[config.mk]
export PLATFORM = sky130hd
export DESIGN_NAME = scla_front
export DESIGN_NICKNAME = d
export VERILOG_FILES = /design/src/rtl/core/scla_pkg.sv /design/src/rtl/core/scla_front.sv
export SDC_FILE = /design/constraint.sdc
export NUM_CORES = 1
export LEC_CHECK = 0
export ABC_CLOCK_PERIOD_IN_PS = 2000
export BUFFER_PORTS_ARGS = -buffer_cell sky130_fd_sc_hd__buf_2
export CAP_MARGIN = 20
export CORE_MARGIN = 5
export CORE_UTILIZATION = 25
export CTS_CLUSTER_DIAMETER = 120
export DETAILED_ROUTE_END_ITERATION = 16
export SLEW_MARGIN = 20
export SYNTH_ARGS = -nofsm -noshare
export SYNTH_HDL_FRONTEND = slang
export SYNTH_SLANG_ARGS = --single-unit
export TNS_END_PERCENT = 20
[constraint.sdc]
create_clock -name clk -period 2 [get_ports clk]
set_input_delay 0.2 -clock clk [delete_from_list [all_inputs] [get_ports clk]]
set_output_delay 0.2 -clock clk [all_outputs]
set_load 0.01 [all_outputs]
[src/rtl/core/scla_pkg.sv]
// Shared constants and types for the serial command line assembler.
`default_nettype none
package scla_pkg;
	localparam int unsigned QueueDepth = 1024;
	localparam int unsigned PtrW = $clog2(QueueDepth);
	localparam int unsigned CntW = PtrW + 1;

	localparam logic CMD_WRITE = 1'b0;
	localparam logic CMD_READ  = 1'b1;

	localparam logic [7:0] CHR_NUL = 8'h00;
	localparam logic [7:0] CHR_BS  = 8'h08;
	localparam logic [7:0] CHR_TAB = 8'h09;
	localparam logic [7:0] CHR_LF  = 8'h0A;
	localparam logic [7:0] CHR_CR  = 8'h0D;
	localparam logic [7:0] CHR_SP  = 8'h20;
	localparam logic [7:0] CHR_DEL = 8'h7F;

	typedef struct packed {
		logic       cmd;
		logic [7:0] data;
	} item_t;

	typedef struct packed {
		logic            rd_valid;
		logic [7:0]      rd_byte;
		logic            eoc;
		logic            ovf;
		logic [CntW-1:0] chars;
		logic [CntW-1:0] cmds;
	} result_t;
endpackage
`default_nettype wire

[src/rtl/core/scla_front.sv]
// Input stage and two-entry queue holding items for the execution engine.
`default_nettype none
module scla_front (
	input  wire                  clk,
	input  wire                  arst_n,
	input  wire                  in_valid,
	output logic                 in_ready,
	input  scla_pkg::item_t      in_item,
	output logic                 q_valid,
	input  wire                  q_take,
	output scla_pkg::item_t      q_item
);
	import scla_pkg::*;

	item_t     mem_q [2];
	logic      wr_q, rd_q;
	logic [1:0] cnt_q;
	logic      push;

	assign in_ready = (cnt_q != 2'd2);
	assign push     = in_valid && in_ready;
	assign q_valid  = (cnt_q != 2'd0);
	assign q_item   = mem_q[rd_q];

	always_ff @(posedge clk) begin
		if (push) mem_q[wr_q] <= in_item;
	end

	always_ff @(posedge clk or negedge arst_n) begin
		if (!arst_n) begin
			wr_q <= 1'b0; rd_q <= 1'b0; cnt_q <= 2'd0;
		end else begin
			if (push) wr_q <= ~wr_q;
			if (q_take) rd_q <= ~rd_q;
			cnt_q <= cnt_q + {1'b0, push} - {1'b0, q_take};
		end
	end

	a_no_take_empty: assert property (@(posedge clk) disable iff (!arst_n)
		q_take |-> q_valid) else $error("take from empty queue");
	a_cnt_max: assert property (@(posedge clk) disable iff (!arst_n)
		cnt_q != 2'd3) else $error("queue count overrun");
	a_full_stall: assert property (@(posedge clk) disable iff (!arst_n)
		(cnt_q == 2'd2) |-> !in_ready) else $error("ready while full");
endmodule
`default_nettype wire

* Word level (Yosys, flattened, before mapping)
Memory sizes are Yosys's and may differ from the RTL's.
Cells that the tools add are included.
** Word-level totals
- Word-level logic and storage cells :: 13
- Output and inout bits :: 11
- RAM bits :: 18
- Input bits :: 13
- Register bits :: 4
- Memories :: 1
** Operators by class
- Equal/unequal tests :: 1
- Add/sub/neg operators :: 2
- Bitwise gates (word level) :: 2
- Muxes and demuxes :: 2
- Reductions and logical operators :: 2
** Memories
- mem_q :: depth 2, width 9, read ports 1, clocked after memory_dff 0, wr ports 1, line scla_front.sv:15 : item_t mem_q [2];
** Operators with widths (number)
- adder 2 x 1 -> 2 bit :: 1
- two-way mux 1 bit :: 2
- inequality test 2 bit, second input constant :: 1
- inverter 1 bit :: 2
- nonzero test 2 bit :: 1
- subtractor 2 x 1 -> 2 bit :: 1
- logical AND 1 bit :: 1

* Longest topological paths before layout
- Depth in word-level cells :: 4
- Mapped depth :: 5

* Least setup slack after synthesis
OpenSTA, ideal clock, no wires.
- Path kind :: register to register
- Start point :: register cnt_q[1]
- End point :: memory mem_q[0][0] in the netlist's numbering (enable)
- Cell stages (with the launch flop) :: 4
- Arrival time :: 1.106 ns
- Slack :: 0.520 ns
- Clock period less this slack :: 1.480 ns
- Cells stage by stage :: dfrtp_1 -> nand2b_1 -> nand2_1 -> nor2_1
** On the way
- Longest elaborated chain between the ends :: 4
** RTL lines
- start, declared :: line scla_front.sv:17 : logic [1:0] cnt_q;
- start signal, assigned :: line scla_front.sv:35 : cnt_q <= cnt_q + {1'b0, push} - {1'b0, q_take};
- inequality test 2 bit :: line scla_front.sv:20 : assign in_ready = (cnt_q != 2'd2);
- via in_ready :: line scla_front.sv:7 : output logic in_ready,
- logical AND 1 bit :: line scla_front.sv:21 : assign push = in_valid && in_ready;
- two-way mux 1 bit :: line scla_front.sv:26 : if (push) mem_q[wr_q] <= in_item;
- two-way mux 1 bit (implied by the code) :: line scla_front.sv:26
- end, declared :: line scla_front.sv:15
The timed path passes the listed nets, and every way through them passes these cells.

==> impl_metrics.ini <==
[job]
drv_cap = 0

[routing]
antenna_left = 0
first_pass_iters = 2
drt_iter0_drc = 5
dr_total_vias = 466
viasPerCell = 3.92
wirelength_um = 1380
post_drt_wl_per_cell_um = 11.6
drc = 0

[final_layout]
diodes = 0
drive_above_1_share_pct = 42.5
multi_input_area_sq_um = 206
fin_area_sq_um = 1090
final_util_pct = 32.9
regArea_sq_um = 641
fillers = 343
final_nets = 88
area_delta_synth_final_pct = 27.9

[placed_design]
gp_congestion = 0.641
post_dp_cell_area_sq_um = 1030
place_ws_ns = 0.548
place_hpwl_um = 1090
portBuffers = 23

[logic_synthesis]
synth.distinct_cells = 15
synth_nets = 59
ys_seq_area_share_pct = 75.2
yosysWarnings = 0
netlist_area_sq_um = 852
ys_seq_elements = 22
synth-compound-area-share_pct = 2.20
synth_top_family_by_area = multiplexers
synth_cells = 45
synthSimpleGateAreaFrac_pct = 4.55
muxShareOfSynthArea_pct = 11.9
synth_xor_area_share_pct = 4.11
synth_adder_area_share_pct = 1.47
synth_area_per_cell_sq_um = 18.9

[critical_path]
start_kind = flop
cp_data_required_time_ns = 1.80
cp_max_fo = 10
critPathKind = reg -> out
reg2regPathDepth = 4
cp_data_arrival_time_ns = 1.44
endpoint_kind = primary output

[die]
die_w_um = 68.4
io_pins = 24
start_util_pct = 25.7
die-area_sq_um = 4680
rows = 21
core_area_sq_um = 3310
die_h_um = 68.4

[clock_tree]
htreeDepth = 1
clkSinkCount = 22
clock_path_buffers = 2
cts_root_buf = clkbuf_4
cts_tree = yes
clkTransAtPathRegs_ns = 0.12
clock_latency_ns = 0.30
cts_made_buffers = 3
cts_setup_buffers = 0

[sta]
drv_slew = 0
setup_slack_ns = 0.356
setup_viol = 0
rsz0062_at_grt = no
worst_pin_slew_ns = 0.452
timing.fmax_mhz = 608
finClkSkew_ns = 0.00519
maxSlewHeadroom_pct = 69.9
setup_tns_ns = 0
hold_viol_final = 0
finalCritPeriodShare_pct = 82.2
fin_crit_ns = 1.64

[global_route]
antenna_found_initial = 0
grt_usage_pct = 6.43
grt_pass1_wl_um = 2180
overflow = 0
grt_pass1_vias = 486
grt_start_max_net_pins = 14

[hold_path]
worstHoldPathCells = 1
hold_class = in -> reg

[power]
netSwitchingPower_mw = 0.417
p_per_area_nw_per_um2 = 1340
swShare_pct = 28.5
power.leakage_nw = 0.423
clockPowerShare_pct = 22.4
combPwrFrac_pct = 28.0
share_seq_of_total_power_pct = 49.5
p_total_mw = 1.46
vdd_drop_max_uv = 679
p_int_mw = 1.05

[run_status]
status = finished, final reports clean
-- per-layer routing --
metal	global-route usage (%)	vias to the layer above	part of all wire, %
met3	3.28	0	11
met2	10.4	21	44
met5	0	-	0
met4	0.744	0	0
met1	7.88	223	44
li1	-	222	-
-- power by group through the flow --
stage	sequential [mW]	clock (mW)	combinational (mW)
3_3_place_gp	0.733	0	0.414
5_1_grt	0.745	0.367	0.459
4_1_cts	0.727	0.340	0.423
6_report	0.725	0.328	0.410
2_1_floorplan	0.683	0	0.301
3_5_place_dp	0.738	0	0.419
-- layout by cell type (no fill, tap or decap), drive strengths merged, types with 3 or more instances in the layout --
| cell type | netlist | routed |
|---|---|---|
| buf | 1 | 24 |
| clkbuf | 0 | 3 |
| dfrtp | 4 | 4 |
| edfxtp | 18 | 18 |
| mux2 | 9 | 9 |
| xnor2 | 3 | 3 |
-- cell usage after synthesis, drive strengths merged --
library cell | instances | area [sq um]
edfxtp | 18 | 541
mux2 | 9 | 101
dfrtp | 4 | 100
xnor2 | 3 | 26.3
a21bo | 1 | 10.0
a21oi | 1 | 8.76
and3 | 1 | 6.26
buf | 1 | 5.00
ha | 1 | 12.5
nand2 | 1 | 3.75
nand2b | 1 | 6.26
nor2 | 1 | 3.75
nor3b | 1 | 12.5
or2 | 1 | 6.26
xor2 | 1 | 8.76
-- what timing repair did --
item                                   4_1_cts  5_1_grt
hold buffers                                 1        0
endpoints found under the hold margin        4        0
resized for setup                            0        0
-- area by class of cell --
type / count / share of cell area, %
flip-flops and latches: 22 / 58.8
repair buffers: 25 / 12.2
clock inverters: 1 / 2.76
multi-input cells: 22 / 18.9
clock buffers: 3 / 2.07
well taps: 46 / 5.28
-- stage by stage --
| stage | hold WS (ns) | std cells |
|---|---|---|
| after detailed placement | 0.0157 | 114 |
| after global routing | 0.0509 | 119 |
| final | 0.0789 | 119 |
| after floorplan | -0.0956 | 45 |
| after CTS | 0.0699 | 119 |
| after global placement | 0.0114 | 114 |
-- kinds of logic after synthesis --
logic type | count (synthesis)
flops | 22
mux | 9
fa+ha+maj | 1
buf+inv | 1
xor+xnor | 4
compound gates | 2
simple gates | 6
-- registers in the layout, summed over array words and instances, names as in the netlist --
| signal | flops |
|---|---|
| mem_q | 18 |
| cnt_q | 2 |
| rd_q | 1 |
| wr_q | 1 |
-- final timing paths --
| check | start | endpoint | slack, ns |
|---|---|---|---|
| max in group asynchronous | arst_n | rd_q$_DFFE_PN0P_ | 1.67 |
| min in group asynchronous | arst_n | cnt_q[0]$_DFF_PN0_ | 0.22 |
| worst max register to register | cnt_q[1]$_DFF_PN0_ | mem_q[0][7]$_DFFE_PP_ | 0.57 |
| worst min-delay path | in_item[1] | mem_q[0][1]$_DFFE_PP_ | 0.08 |
| worst max-delay path | rd_q$_DFFE_PN0P_ | q_item[2] | 0.36 |
| worst min register to register | wr_q$_DFFE_PN0P_ | wr_q$_DFFE_PN0P_ | 0.51 |
-- worst max-delay path, stage by stage (launching register included) --
cell and delay [ns]:
dfrtp_1 0.64, mux2_1 0.37, buf_2 0.14
Power figures use the tool's default switching activity.
